===== config.mk =====
export PLATFORM = sky130hd
export DESIGN_NAME = mds_xform
export DESIGN_NICKNAME = d
export VERILOG_FILES = /design/src/hw/rtl/mds_pkg.sv /design/src/hw/rtl/mds_xform.sv
export SDC_FILE = /design/constraint.sdc
export NUM_CORES = 1
export LEC_CHECK = 0
export ABC_AREA = 1
export ABC_CLOCK_PERIOD_IN_PS = 9800
export BUFFER_PORTS_ARGS = -buffer_cell sky130_fd_sc_hd__buf_2
export CAP_MARGIN = 20
export CORE_UTILIZATION = 30
export CTS_CLUSTER_DIAMETER = 80
export CTS_CLUSTER_SIZE = 28
export DETAILED_ROUTE_END_ITERATION = 8
export PLACE_DENSITY = 0.53
export SETUP_SLACK_MARGIN = 0.05
export SLEW_MARGIN = 20
export SYNTH_ARGS = -nofsm -noshare
export SYNTH_HDL_FRONTEND = slang
export SYNTH_SLANG_ARGS = --single-unit

===== constraint.sdc =====
create_clock -name clk -period 9.8 [get_ports clk]
set_input_delay 1.96 -clock clk [delete_from_list [all_inputs] [get_ports clk]]
set_output_delay 1.96 -clock clk [all_outputs]
set_load 0.02 [all_outputs]

===== src/hw/rtl/mds_pkg.sv =====
package mds_pkg;

  localparam int SCREEN_WIDTH  = 400;
  localparam int SCREEN_HEIGHT = 240;
  localparam int BUFFER_WIDTH  = 416;

  localparam int STRIDE      = (BUFFER_WIDTH + 7) / 8;
  localparam int STORE_DEPTH = STRIDE * SCREEN_HEIGHT;
  localparam int AW          = $clog2(STORE_DEPTH);

  // coordinates stay below 1024
  localparam int CW = 10;
  localparam int SW = CW + 2;
  localparam int LW = CW + 1;

  // floor(v / s) == (v * RECIP[s]) >> RK for v < 2**CW, 0 < s < 16; s = 0 acts as 1
  localparam int RK = 18;
  localparam int RW = RK + 1;
  localparam int PW = CW + RW;

  typedef logic [RW-1:0] mds_recip_t;
  typedef logic [LW-1:0] mds_lim_t;

  localparam mds_recip_t RECIP [16] = '{
    RW'(2**RK),             RW'(2**RK),
    RW'((2**RK + 1) / 2),   RW'((2**RK + 2) / 3),
    RW'((2**RK + 3) / 4),   RW'((2**RK + 4) / 5),
    RW'((2**RK + 5) / 6),   RW'((2**RK + 6) / 7),
    RW'((2**RK + 7) / 8),   RW'((2**RK + 8) / 9),
    RW'((2**RK + 9) / 10),  RW'((2**RK + 10) / 11),
    RW'((2**RK + 11) / 12), RW'((2**RK + 12) / 13),
    RW'((2**RK + 13) / 14), RW'((2**RK + 14) / 15)
  };

  localparam mds_lim_t HLIM [16] = '{
    LW'(SCREEN_HEIGHT),      LW'(SCREEN_HEIGHT),
    LW'(SCREEN_HEIGHT / 2),  LW'(SCREEN_HEIGHT / 3),
    LW'(SCREEN_HEIGHT / 4),  LW'(SCREEN_HEIGHT / 5),
    LW'(SCREEN_HEIGHT / 6),  LW'(SCREEN_HEIGHT / 7),
    LW'(SCREEN_HEIGHT / 8),  LW'(SCREEN_HEIGHT / 9),
    LW'(SCREEN_HEIGHT / 10), LW'(SCREEN_HEIGHT / 11),
    LW'(SCREEN_HEIGHT / 12), LW'(SCREEN_HEIGHT / 13),
    LW'(SCREEN_HEIGHT / 14), LW'(SCREEN_HEIGHT / 15)
  };

  localparam mds_lim_t WLIM [16] = '{
    LW'(SCREEN_WIDTH),      LW'(SCREEN_WIDTH),
    LW'(SCREEN_WIDTH / 2),  LW'(SCREEN_WIDTH / 3),
    LW'(SCREEN_WIDTH / 4),  LW'(SCREEN_WIDTH / 5),
    LW'(SCREEN_WIDTH / 6),  LW'(SCREEN_WIDTH / 7),
    LW'(SCREEN_WIDTH / 8),  LW'(SCREEN_WIDTH / 9),
    LW'(SCREEN_WIDTH / 10), LW'(SCREEN_WIDTH / 11),
    LW'(SCREEN_WIDTH / 12), LW'(SCREEN_WIDTH / 13),
    LW'(SCREEN_WIDTH / 14), LW'(SCREEN_WIDTH / 15)
  };

  localparam logic [2:0] REG_OFFSET_X   = 3'd0;
  localparam logic [2:0] REG_OFFSET_Y   = 3'd1;
  localparam logic [2:0] REG_SCALE      = 3'd2;
  localparam logic [2:0] REG_FLIP       = 3'd3;
  localparam logic [2:0] REG_BG_WHITE   = 3'd4;
  localparam logic [2:0] REG_ON_COLOR   = 3'd5;
  localparam logic [2:0] REG_OFF_COLOR  = 3'd6;
  localparam logic [2:0] REG_BIG_ENDIAN = 3'd7;

  typedef struct packed {
    logic [9:0]  offset_x;
    logic [9:0]  offset_y;
    logic [3:0]  scale;
    logic [1:0]  flip;
    logic        bg_white;
    logic [31:0] on_color;
    logic [31:0] off_color;
    logic        big_endian;
  } mds_cfg_t;

  // after offset and after divide
  typedef struct packed {
    logic          fetch;
    logic          wr_ok;
    logic          bg;
    logic [CW-1:0] x;
    logic [CW-1:0] y;
    logic [7:0]    data;
  } mds_coord_t;

  // store access
  typedef struct packed {
    logic          fetch;
    logic          wr_en;
    logic          bg;
    logic          oob;
    logic [2:0]    bit_sel;
    logic [AW-1:0] addr;
    logic [7:0]    data;
  } mds_acc_t;

  typedef struct packed {
    logic       bg;
    logic       oob;
    logic [2:0] bit_sel;
  } mds_pix_t;

endpackage


===== src/hw/rtl/mds_xform.sv =====
module mds_xform (
  input  logic              clk,
  input  logic              rst_n,
  input  mds_pkg::mds_cfg_t cfg,
  input  logic              in_valid,
  output logic              in_stall,
  input  logic              in_mode,
  input  logic [7:0]        in_row,
  input  logic [8:0]        in_column,
  input  logic [7:0]        in_byte_data,
  output logic              acc_valid,
  output mds_pkg::mds_acc_t acc,
  input  logic              acc_rdy
);
  import mds_pkg::*;

  logic signed [SW-1:0] xm, ym, x0, y0;
  logic                 x_in, y_in;
  logic                 rdy1, rdy2, rdy3;
  logic                 v1_r, v2_r, v3_r;
  mds_coord_t           s1_nxt, s1_r, s2_nxt, s2_r;
  mds_acc_t             s3_nxt, s3_r;
  logic [PW-1:0]        px, py;
  logic                 lim_bg, oob, ok;
  logic [CW-1:0]        xoff;

  assign rdy3     = !v3_r || acc_rdy;
  assign rdy2     = !v2_r || rdy3;
  assign rdy1     = !v1_r || rdy2;
  assign in_stall = !rdy1;

  // mirror and shift
  always_comb begin
    xm = cfg.flip[0] ? SW'(SCREEN_WIDTH - 1) - SW'(in_column) : SW'(in_column);
    ym = cfg.flip[1] ? SW'(SCREEN_HEIGHT - 1) - SW'(in_row) : SW'(in_row);
    x0 = xm - SW'($signed(cfg.offset_x));
    y0 = ym - SW'($signed(cfg.offset_y));
    x_in = !x0[SW-1] && (x0 < $signed(SW'(SCREEN_WIDTH)));
    y_in = !y0[SW-1] && (y0 < $signed(SW'(SCREEN_HEIGHT)));
    s1_nxt.fetch = in_mode;
    s1_nxt.wr_ok = (in_row < SCREEN_HEIGHT) && (in_column < STRIDE);
    s1_nxt.bg    = !(x_in && y_in);
    s1_nxt.x     = in_mode ? x0[CW-1:0] : CW'(in_column);
    s1_nxt.y     = in_mode ? y0[CW-1:0] : CW'(in_row);
    s1_nxt.data  = in_byte_data;
  end

  // divide fetch coordinates by scale
  always_comb begin
    px = PW'(s1_r.x) * PW'(RECIP[cfg.scale]);
    py = PW'(s1_r.y) * PW'(RECIP[cfg.scale]);
    s2_nxt = s1_r;
    if (s1_r.fetch) begin
      s2_nxt.x = px[RK +: CW];
      s2_nxt.y = py[RK +: CW];
    end
  end

  // limits and address
  always_comb begin
    lim_bg = ({1'b0, s2_r.y} >= HLIM[cfg.scale]) || ({1'b0, s2_r.x} >= WLIM[cfg.scale]);
    oob    = s2_r.x >= CW'(BUFFER_WIDTH);
    xoff   = s2_r.fetch ? (s2_r.x >> 3) : s2_r.x;
    s3_nxt.fetch   = s2_r.fetch;
    s3_nxt.bg      = s2_r.bg || lim_bg;
    s3_nxt.oob     = oob;
    ok             = s2_r.fetch ? !(s3_nxt.bg || oob) : s2_r.wr_ok;
    s3_nxt.wr_en   = !s2_r.fetch && s2_r.wr_ok;
    s3_nxt.bit_sel = s2_r.x[2:0];
    s3_nxt.addr    = ok ? AW'(s2_r.y * STRIDE) + AW'(xoff) : '0;
    s3_nxt.data    = s2_r.data;
  end

  always_ff @(posedge clk) begin
    if (!rst_n) begin
      v1_r <= 1'b0;
      v2_r <= 1'b0;
      v3_r <= 1'b0;
    end else begin
      if (rdy1) v1_r <= in_valid;
      if (rdy2) v2_r <= v1_r;
      if (rdy3) v3_r <= v2_r;
    end
  end

  always_ff @(posedge clk) begin
    if (rdy1) s1_r <= s1_nxt;
    if (rdy2) s2_r <= s2_nxt;
    if (rdy3) s3_r <= s3_nxt;
  end

  assign acc_valid = v3_r;
  assign acc       = s3_r;

endmodule


* Yosys cells after proc, flatten, opt, wreduce, memory -nomap -nowiden
Memories as Yosys holds them, arrays and structs flattened.
Cells that the tools add are included.
** Word-level totals
- Logic and storage cells :: 77
- ROM bits :: 656
- Memories :: 3
- Output and inout port bits :: 31
- Bits of input ports :: 122
- Flip-flop bits (word level) :: 94
** Cells by class
- Add/subtract/negate cells :: 5
- Multiplexer cells :: 13
- Bitwise gates (word level) :: 1
- Magnitude comparators :: 8
- Multiply operators :: 3
- Reduce and logical (&&, ||, !) cells :: 20
** Memory list
- (name not given) :: words 16, bits a word 19, rd ports 1, clocked after Yosys merged registers in 0, wr ports 0, line mds_xform.sv:51 : py = PW'(s1_r.y) * PW'(RECIP[cfg.scale]);
- (name not given) :: words 16, bits a word 11, rd ports 1, clocked after Yosys merged registers in 0, wr ports 0, line mds_xform.sv:61 : lim_bg = ({1'b0, s2_r.y} >= HLIM[cfg.scale]) || ({1'b0, s2_r.x} >= WLIM[cfg.scale]);
- (name not given) :: words 16, bits a word 11, rd ports 1, clocked after Yosys merged registers in 0, wr ports 0, line mds_xform.sv:61
** Operator list (count)
- $mul A10 B19 Y28 :: 2
- $mux W11 :: 4
- $mux W19 :: 2
- $mux W12 :: 2
- $sub A12 B10 Y12 :: 2
- $ge A10 B11 Y1 :: 2
- $mux W20 :: 1
- $add A14 B10 Y14 :: 1
- $lt A12 B10 Y1 const B :: 1
- $lt A12 B9 Y1 const B :: 1
- $mul A10 B4 Y12 const B :: 1
- $ge A10 B9 Y1 const B :: 1
- $mux W10 :: 1
- $sub A9 B9 Y10 const A :: 1
- $logic_not A1 Y1 :: 9
- $lt A9 B6 Y1 const B :: 1
- $mux W9 :: 1
- $sub A8 B8 Y9 const A :: 1
- $lt A8 B8 Y1 const B :: 1
- $mux W8 :: 1
- $logic_or A1 B1 Y1 :: 6
- $ge A5 B5 Y1 const B :: 1
- $logic_and A1 B1 Y1 :: 5
- $not A4 Y5 :: 1
- $mux W1 :: 1

* Longest topological paths before layout
Gate-level depths: netlist (run 1).
- Depth after elaboration :: 10
- Depth in mapped cells :: 32
- Gate-level depth less buffers :: 30

* Worst setup path after synthesis (run 1)
No wires, ideal clock.
- Kind :: input-to-reg
- From :: input cfg[68] in the netlist's numbering
- To :: register s2_r[16] in the netlist's numbering, data pin
- Required time :: 9.547 ns
- Data arrival time :: 7.004 ns
- Buffers on the path :: 1
- Stages on the path :: 23
- Slack :: 2.543 ns
- Cell sequence :: inv_1 > ha_1 > a21oi_1 > o21ai_0 > nand2_1 > clkbuf_1 > nor2_1 > fa_1 > fa_1 > fa_1 > fa_1 > inv_1 > fa_1 > inv_1 > ha_1 > a21o_1 > a31o_2 > nand3_1 > nand3_1 > a21oi_1 > nand3_1 > nand3_1 > nand2_1
** RTL lines
- from (decl) :: line mds_xform.sv:4 : input mds_pkg::mds_cfg_t cfg,
- to (signal assigned) :: line mds_xform.sv:88 : if (rdy2) s2_r <= s2_nxt;
- to (decl) :: line mds_xform.sv:21 : mds_coord_t s1_nxt, s1_r, s2_nxt, s2_r;

==> results of run 1 <==
==> cell families (layout without fill, tap and decap cells) <==
family                   Yosys count  in the layout  share of synthesized area (%)
buffers and inverters            571            620                           11.9
flip-flops                        94             94                           15.3
AO/OA/AOI/OAI                    227            227                           6.95
XOR/XNOR                          51             51                           2.44
adder cells (fa/ha/maj)          466            466                           43.1
AND/OR/NAND/NOR                  915            915                           20.3
==> state kept, by name (all words and copies together), names as in the netlist <==
register,flops
acc,29
acc_valid,1
s1_r,31
s2_r,31
v1_r,1
v2_r,1
==> cell type report <==
cell class / count / area (sq um)
clock buffers: 9 / 225
clock inverters: 7 / 62.6
fillers: 6442 / 40500
inverters: 503 / 1890
multi-input cells: 1659 / 13300
well taps: 782 / 978
repair buffers: 101 / 543
flip-flops and latches: 94 / 2790
==> power by group through the flow <==
stage / combinational [mW] / clock (mW) / sequential (mW)
after floorplan: 4.26 / 0 / 0.633
after global placement: 5.56 / 0 / 0.684
after detailed placement: 5.57 / 0 / 0.684
after CTS: 5.64 / 0.345 / 0.676
after global routing: 6.48 / 0.360 / 0.684
final: 5.57 / 0.339 / 0.675
==> metrics by stage <==
stage	utilization, %	cells	hold slack (ps)
2_1_floorplan	-	2324	400
3_3_place_gp	32.4	3139	401
3_5_place_dp	32.4	3139	405
4_1_cts	32.8	3155	421
5_1_grt	32.8	3155	427
6_report	32.8	3155	420
==> worst paths after layout <==
kind | endpoint | cells after the start
hold / removal | s2_r[5] | 0
setup / recovery | s2_r[13] | 25
hold reg to reg | s2_r[5] | 0
setup reg to reg | s2_r[13] | 19
==> worst max-delay path, delay by kind of cell <==
family	cells	cell delay, ps
adders and majority gates	6	2890
AOI/OAI and AO/OA	5	850
and+or+nand+nor	6	1270
buffers and inverters	8	1420
==> cell usage in the layout (no fill, tap or decap), drive strengths merged, types with 2 or more instances in the layout <==
cell      count
clkbuf        9
nand4        12
o21bai        8
nand2       499
and2          3
nand3        82
dfxtp         3
xnor2        20
a31oi         8
a211oi        5
o211ai        8
nor4          8
ha          192
o31ai         2
buf         101
nor3         13
clkinvlp      3
o221ai        3
a21o         13
a21oi        94
inv         499
fa          274
nand3b        6
o21a          3
o21ai        78
edfxtp       91
nor2        285
xor2         31
or2           6
clkinv        8
==> per-layer routing <==
| layer | vias to the layer above | wire (um) | track usage (%) |
|---|---|---|---|
| met3 | 72 | 1800 | 1.62 |
| met1 | 7455 | 22500 | 21.3 |
| met2 | 309 | 25200 | 29.8 |
| li1 | 7213 | - | - |
| met5 | - | 0 | 0 |
| met4 | 0 | 1650 | 5.25 |
==> key figures, run 1 <==
CTS
  – H-Tree Depth: 3
  – Num CTS Buffers: 9
  – CTS max path bufs: 2
  – Clock transition at the registers of the reported paths: ~70 ps
  – Number of setup buffers added after CTS: 0
  – Post-CTS resize count: 0
  – Skew-Pair Late Insertion Delay: 350 ps
  – Clk sinks: 94
  – Root buffer cell: clkbuf_16
  – CTS Hold Bufs: 0
  – CTS tree: done

Setup path
  – Worst Path Required: roughly 10000 ps
  – Setup crit start kind: input pin
  – Flop2flop setup slack: approximately 3700 ps
  – Critical-path top delay cell: fa_1
  – RR Startpoint: s1_r[13]
  – Critical-path maximum fanout: 21
  – Setup CP Type: input pin to flip-flop
  – CP endpoint kind: flip-flop
  – CP arrival: approximately 8400 ps
  – CP max stage delay: ~540 ps
  – Worst Setup SP: cfg[71]
  – CP most frequent cell: inv_1

Min path
  – Worst Hold Class: flip-flop to flip-flop
  – Hold Crit Start: s1_r[5]

Global route
  – Vias in the first global route: approximately 16000
  – Overall Global Routing Usage: about 17%
  – Initial antenna violation count: 0
  – First-pass GRT wire length: approximately 83 mm
  – Total gr overflow: 0
  – Largest net degree at the start of global routing: 34

Detailed routing
  – DRC: 0
  – Total number of vias: between 15000 and 20000
  – Wire per inst: ~16 um
  – Vias per inst: 4.77
  – DRT Wirelength: about 51 mm
  – 1st-pass router iterations: 5
  – DR iter-0 viols: about 840
  – Final ANT Viol Nets: 0

Cells and area
  – Ratio of cells with drive above 1 in the final layout: 5.82%
  – Area growth from synthesis to layout: 8.31%
  – Nets: 2956
  – Post-route cell area: between 0.015 and 0.02 sq mm
  – Ant. Diodes: 0

Logic synthesis
  – Count of cell types in the netlist: 47
  – Synth warn: 0
  – Post-Syn Nets: between 2000 and 3000
  – Most common cell in the synthesized netlist: inv_1
  – Sequential element share of the synthesized area: approximately 15%
  – Synth top area share: approximately 30%
  – Synth async-reset ratio: 0%
  – Avg Cell Area, Syn: 7.87 sq um
  – Register bit count reported by yosys: 94
  – Most used flip-flop cell after synthesis: edfxtp_1
  – Cells after synthesis: roughly 2300
  – Top cells by area, synth: fa_1 (30%), edfxtp_1 (15%), ha_1 (13%), inv_1 (10%), nand2_1 (10%)
  – Synth area leader: fa_1
  – Synthesized cell area: 0.0183 sq mm
  – Number of synthesized flops with an enable pin: a little over 90
  – Synth cell count leaders: inv_1 (494), nand2_1 (490), nor2_1 (282)

STA
  – Fmax: roughly 0.12 GHz
  – Headroom to the max-slew limit: 38.3%
  – Worst Tran Pin Value: 925 ps
  – Final hold violations: 0
  – Setup ws final: 1460 ps
  – # setup viols final: 0
  – Final period util: between 80% and 90%
  – Max-slew violations: 0
  – Setup TNS: 0 ps
  – Post-layout min period: 8340 ps
  – Unrepaired setup endpoints after global routing: false
  – Worst-case clock skew: around 8.3 ps

Pwr
  – Comb power frac: a little over four fifths
  – Pwr/cell area: 332 mW/mm^2
  – Tot Pwr: between 6 and 7 mW
  – P_leak: around 11 nW
  – P_sw: roughly 3.8 mW
  – Flop pwr share: approximately a tenth
  – Pint: between 2 and 3 mW
  – Clk pwr share: under 10%
  – Worst vdd ir: 0.182 mV
  – Sw Ratio: 57.3%

Place
  – DP Area: slightly below 0.02 sq mm
  – Pre-CTS setup slack: about 1100 ps
  – Post-DP HPWL: roughly 43 mm
  – Gpl congestion: between 0.8 and 0.9
  – I/O Buffers: 86

Die
  – Core region area: 0.0604 sq mm
  – Initial Util: 30.3%
  – I/O Pins: 153
  – Width of the chip: 249 um
  – Die H: around 250 um
  – DIE AREA: 0.0620 sq mm
  – Rows: 90

Outcome
  – Status: finished, final reports clean

Run
  – Number of max-cap violations: 0
No activity file was read; power rests on OpenSTA's default activity.
==> run 2: changes to the inputs <==
==> constraint.sdc (replaced) <==
create_clock -name clk -period 9.8 [get_ports clk]
set_input_delay 0.49 -clock clk [delete_from_list [all_inputs] [get_ports clk]]
set_output_delay 0.49 -clock clk [all_outputs]
set_load 0.02 [all_outputs]
==> run 2 against run 1 <==
Compared with the run above: non-clock buffer count is 7 lower; largest cell class unchanged; die area stayed put; sequential power hardly changed; power is 0.47% higher; critical endpoint is now s2_r[23]; sequential share of layout area hardly changed; cell area is 0.12% lower; highest routed layer is now met5; first-iteration DRC count is 5.3% higher; register-to-register slack better by 40 ps; combinational power hardly changed; via count is 0.66% lower.
==> key figures, run 2 (synthesis results as in run 1) <==
Outcome
  – Status: finished, final reports clean

CTS
  – Post-CTS resize count: 0
  – Num CTS Buffers: 9
  – Number of setup buffers added after CTS: 0
  – CTS Hold Bufs: 0
  – Skew-Pair Late Insertion Delay: between 300 and 400 ps
  – Root buffer cell: clkbuf_16
  – CTS tree: done
  – CTS max path bufs: 2
  – Clk sinks: between 90 and 100
  – Clock transition at the registers of the reported paths: roughly 70 ps
  – H-Tree Depth: 3

Die
  – Die H: 249 um
  – DIE AREA: approximately 0.062 sq mm
  – I/O Pins: roughly 150
  – Initial Util: 30.3%
  – Core region area: ~0.06 sq mm
  – Rows: 90
  – Width of the chip: approximately 250 um

STA
  – Headroom to the max-slew limit: between 40% and 50%
  – Worst Tran Pin Value: around 900 ps
  – Unrepaired setup endpoints after global routing: false
  – # setup viols final: 0
  – Setup TNS: 0 ps
  – Final hold violations: 0
  – Post-layout min period: 6980 ps
  – Fmax: 0.143 GHz
  – Final period util: between 70% and 80%
  – Worst-case clock skew: between 9 and 10 ps
  – Max-slew violations: 0
  – Setup ws final: approximately 2800 ps

Setup path
  – Worst Path Required: between 9000 and 10000 ps
  – Setup CP Type: input pin to flip-flop
  – Critical-path maximum fanout: 13
  – CP Capture Point: s2_r[23]
  – Worst Setup SP: cfg[68]
  – RR Startpoint: s1_r[23]
  – Worst r2r path cells: 17
  – Setup crit start kind: input pin
  – Flop2flop setup slack: about 3800 ps
  – CP arrival: about 7000 ps
  – R2R Path End: s2_r[23]
  – CP endpoint kind: flip-flop

Global route
  – First-pass GRT wire length: just over 80 mm
  – Total gr overflow: 0
  – Initial antenna violation count: 1
  – Overall Global Routing Usage: 16.7%
  – Largest net degree at the start of global routing: 34
  – Vias in the first global route: 15600

Place
  – Post-DP HPWL: 42.2 mm
  – I/O Buffers: 86
  – DP Area: 0.0195 sq mm
  – Gpl congestion: 0.889
  – Pre-CTS setup slack: roughly 2600 ps

Cells and area
  – Ratio of cells with drive above 1 in the final layout: roughly 5.5%
  – Nets: approximately 2900
  – Fillers: about 6400
  – Post-route cell area: 0.0198 sq mm
  – Ant. Diodes: 0
  – Area growth from synthesis to layout: 8.18%
  – Most frequent cells in the layout: inv_1 (494), nand2_1 (490), nor2_1 (282)
  – Most common cell after layout, fill and taps aside: inv_1

Detailed routing
  – 1st-pass router iterations: 5
  – DR iter-0 viols: 887
  – Wire per inst: between 15 and 20 um
  – Total number of vias: between 10000 and 15000
  – Vias per inst: 4.75
  – DRT Wirelength: 51.0 mm
  – Final ANT Viol Nets: 0
  – DRC: 0

Pwr
  – Sw Ratio: a little under three fifths
  – Clk pwr share: approximately 5.5%
  – Pint: around 2.8 mW
  – P_leak: roughly 11 nW
  – Comb power frac: 84.3%
  – Flop pwr share: 10.2%
  – Worst vdd ir: 0.181 mV
  – P_sw: approximately 3.8 mW
  – Pwr/cell area: around 330 mW/mm^2

Min path
  – Worst Hold Class: input pin to flip-flop
  – Worst Hold Path Cells: 1

Run
  – Number of max-cap violations: 0
[run 2: power groups by stage]
stage	clock, mW	sequential (mW)	combinational [mW]
final	0.365	0.674	5.58
after detailed placement	0	0.685	5.56
after CTS	0.371	0.676	5.63
after global routing	0.387	0.685	6.52
after global placement	0	0.683	5.56
after floorplan	0	0.633	4.26
[run 2: per-stage QoR]
| step | hold slack (ps) | util, % | std cells | total power [mW] |
|---|---|---|---|---|
| 3_3_place_gp | 400 | 32.3 | 3132 | 6.24 |
| 5_1_grt | 303 | 32.8 | 3148 | 7.59 |
| 4_1_cts | 313 | 32.8 | 3148 | 6.68 |
| 2_1_floorplan | 400 | - | 2324 | 4.90 |
| 3_5_place_dp | 405 | 32.3 | 3132 | 6.25 |
| 6_report | 320 | 32.8 | 3148 | 6.61 |
[run 2: cell type report]
cell class / count / area (sq um) / share of cell area [%]
inverter: 503 / 1890 / 9.55
clock buffer: 9 / 225 / 1.14
clock inverter: 7 / 91.3 / 0.461
multi-input combinational: 1659 / 13300 / 67.3
tap: 782 / 978 / 4.94
sequential: 94 / 2790 / 14.1
timing repair buffer: 94 / 490 / 2.48
[run 2: worst min path at each step]
stage	startpoint	slack, ps	endpoint
final	in_byte_data[6]	320	s1_r[6]
after global routing	in_byte_data[6]	300	s1_r[6]
after CTS	in_byte_data[6]	310	s1_r[6]
after detailed placement	s2_r[4]	400	acc[4]
after global placement	s1_r[4]	400	s2_r[4]
after floorplan	s2_r[0]	400	acc[0]
[run 2: layer usage]
metal,track usage [%],part of all wire (%),vias to the layer above
met5,0,0.022,-
met4,3.58,2.0,2
met3,1.56,3.7,45
met2,29.5,49,287
met1,22.0,45,7410
li1,-,-,7205
[run 2: critical path: stages]
cell and delay (ps):
buf_2 130, inv_1 130, ha_1 400, nand2_1 120, nand2_1 280, nand2_1 480, inv_1 480, nand2_1 140
fa_1 560, inv_1 70, fa_1 510, inv_1 50, fa_1 530, inv_1 50, fa_1 490, inv_1 50
fa_1 470, inv_1 50, ha_1 320, a21oi_1 220, o21bai_1 130, nand2_1 70, a21oi_1 60, a211oi_1 250
nand3b_1 120, nand3_1 150, o21ai_0 200
==> run 3: changes to the inputs <==
--- a/config.mk
+++ b/config.mk
@@ -6,14 +6,14 @@
 export NUM_CORES = 1
 export LEC_CHECK = 0
 export ABC_AREA = 1
-export ABC_CLOCK_PERIOD_IN_PS = 9800
+export ABC_CLOCK_PERIOD_IN_PS = 6300
 export BUFFER_PORTS_ARGS = -buffer_cell sky130_fd_sc_hd__buf_2
 export CAP_MARGIN = 20
 export CORE_UTILIZATION = 30
 export CTS_CLUSTER_DIAMETER = 80
 export CTS_CLUSTER_SIZE = 28
 export DETAILED_ROUTE_END_ITERATION = 8
-export PLACE_DENSITY = 0.53
+export PLACE_DENSITY = 0.54
 export SETUP_SLACK_MARGIN = 0.05
 export SLEW_MARGIN = 20
 export SYNTH_ARGS = -nofsm -noshare
==> constraint.sdc (replaced) <==
create_clock -name clk -period 6.3 [get_ports clk]
set_input_delay 0.315 -clock clk [delete_from_list [all_inputs] [get_ports clk]]
set_output_delay 0.315 -clock clk [all_outputs]
set_load 0.02 [all_outputs]
==> run 3 against run 2 <==
Compared with the run above: final cell count is 5.1% higher; clock power is 47% higher; flip-flop and latch count stayed put; largest cell class unchanged.
==> key figures, run 3 (synthesis results as in run 1) <==
Die
  – DIE AREA: around 0.062 sq mm
  – Die H: ~250 um
  – I/O Pins: 153
  – Rows: 90
  – Core region area: just over 0.06 sq mm
  – Initial Util: a little under a third
  – Width of the chip: approximately 250 um

CTS
  – Clock transition at the registers of the reported paths: roughly 70 ps
  – CTS max path bufs: 2
  – CTS tree: done
  – H-Tree Depth: 3
  – Number of setup buffers added after CTS: 0
  – Skew-Pair Late Insertion Delay: 350 ps
  – Root buffer cell: clkbuf_16
  – Num CTS Buffers: 9
  – Clk sinks: 94

Place
  – DP Area: 0.0207 sq mm
  – Gpl congestion: 0.911
  – I/O Buffers: 86
  – Post-DP HPWL: 45.5 mm

STA
  – Setup TNS: 0 ps
  – # setup viols final: 0
  – Final hold violations: 0
  – Unrepaired setup endpoints after global routing: true
  – Fmax: 0.168 GHz
  – Final period util: 94.3%
  – Post-layout min period: 5940 ps
  – Max-slew violations: 0
  – Worst Tran Pin Value: just under 800 ps
  – Headroom to the max-slew limit: 48.4%
  – Worst-case clock skew: around 8.6 ps

Detailed routing
  – Vias per inst: ~4.7
  – Final ANT Viol Nets: 0
  – Total number of vias: around 16000
  – DR iter-0 viols: approximately 900
  – DRT Wirelength: roughly 53 mm
  – Wire per inst: roughly 16 um
  – 1st-pass router iterations: 6
  – DRC: 0

Global route
  – Initial antenna violation count: 4
  – Overall Global Routing Usage: approximately 17%
  – Largest net degree at the start of global routing: 33
  – Vias in the first global route: between 15000 and 20000
  – First-pass GRT wire length: 86.7 mm
  – Total gr overflow: 0

Setup path
  – Critical-path top delay cell: fa_1
  – Crit-path leading delay family: adder cells
  – Critical-path maximum fanout: 12
  – Worst Path Required: 6400 ps
  – Worst r2r path cells: 22
  – CP Depth: 27
  – CP arrival: 6040 ps
  – Worst Path Buf+Inv: 6
  – Setup crit start kind: input pin
  – Setup CP Type: input pin to flip-flop
  – CP max stage delay: roughly 540 ps
  – CP endpoint kind: flip-flop
  – CP most frequent cell: nand2_1

Pwr
  – Tot Pwr: roughly 11 mW
  – P_leak: 11.3 nW
  – Pwr/cell area: approximately 540 mW/mm^2
  – Worst vdd ir: 0.270 mV

Min path
  – Worst Hold Path Cells: 1
  – Worst Hold Class: input pin to flip-flop

Cells and area
  – Most frequent cells in the layout: inv_1 (492), nand2_1 (490), nor2_1 (281)
  – Nets: roughly 3100
  – Ratio of cells with drive above 1 in the final layout: between 10% and 20%
  – Fin util: 34.9%
  – Most common cell after layout, fill and taps aside: inv_1
  – Post-route cell area: about 0.021 sq mm
  – Area growth from synthesis to layout: 15.1%

Outcome
  – Status: finished, final reports clean

Run
  – Number of max-cap violations: 0
==> run 3: changes by cell type in the layout (fill, tap and decap cells not counted), sizes merged <==
cell	before	now
buf	94	249
diode	0	4
clkinv	11	9
bufinv	1	0
clkbuf	9	10
clkinvlp	1	2
inv	497	498
==> run 3: worst paths after layout <==
kind              endpoint  slack (ps)             from
setup / recovery  s2_r[10]         360          cfg[68]
hold / removal     s1_r[0]         140  in_byte_data[0]
setup reg to reg  s2_r[10]         590         s1_r[13]
hold reg to reg    s2_r[1]         420          s1_r[1]
==> run 3: routing by layer <==
| layer | part of all wire [%] | vias up | track usage [%] | wire length, um |
|---|---|---|---|---|
| li1 | - | 7527 | - | - |
| met1 | 46 | 7620 | 23.3 | 24000 |
| met2 | 49 | 333 | 30.4 | 25800 |
| met3 | 3.7 | 68 | 1.58 | 1950 |
| met4 | 2.0 | 0 | 3.94 | 1040 |
| met5 | 0 | - | 0 | 0 |
==> run 3: timing repair <==
item / CTS / global route
hold buffers: 0 / 0
setup endpoints to repair: 0 / 10
endpoints found under the hold margin: 0 / 0
resized for setup: 0 / 4
==> run 3: per-stage QoR <==
stage,setup slack (ps),hold WS [ps],instances
2_1_floorplan,688,400,2324
3_3_place_gp,20.9,402,3287
3_5_place_dp,-62.7,406,3287
4_1_cts,301,123,3303
5_1_grt,6.93,121,3305
6_report,361,137,3307
==> run 3: area by class of cell <==
class,instances,area (sq um)
Multi-Input combinational cell,1659,13300
Clock buffer,10,229
Antenna cell,4,10.0
Sequential cell,94,2790
Fill cell,6268,39300
Tap cell,782,978
Timing Repair Buffer,249,1750
Inverter,503,1900
Clock inverter,6,62.6
==> run 3: power by group <==
group	switching (mW)	internal, mW
Sequential	0.152	0.864
Clock	0.258	0.280
Combinational	5.74	4.05
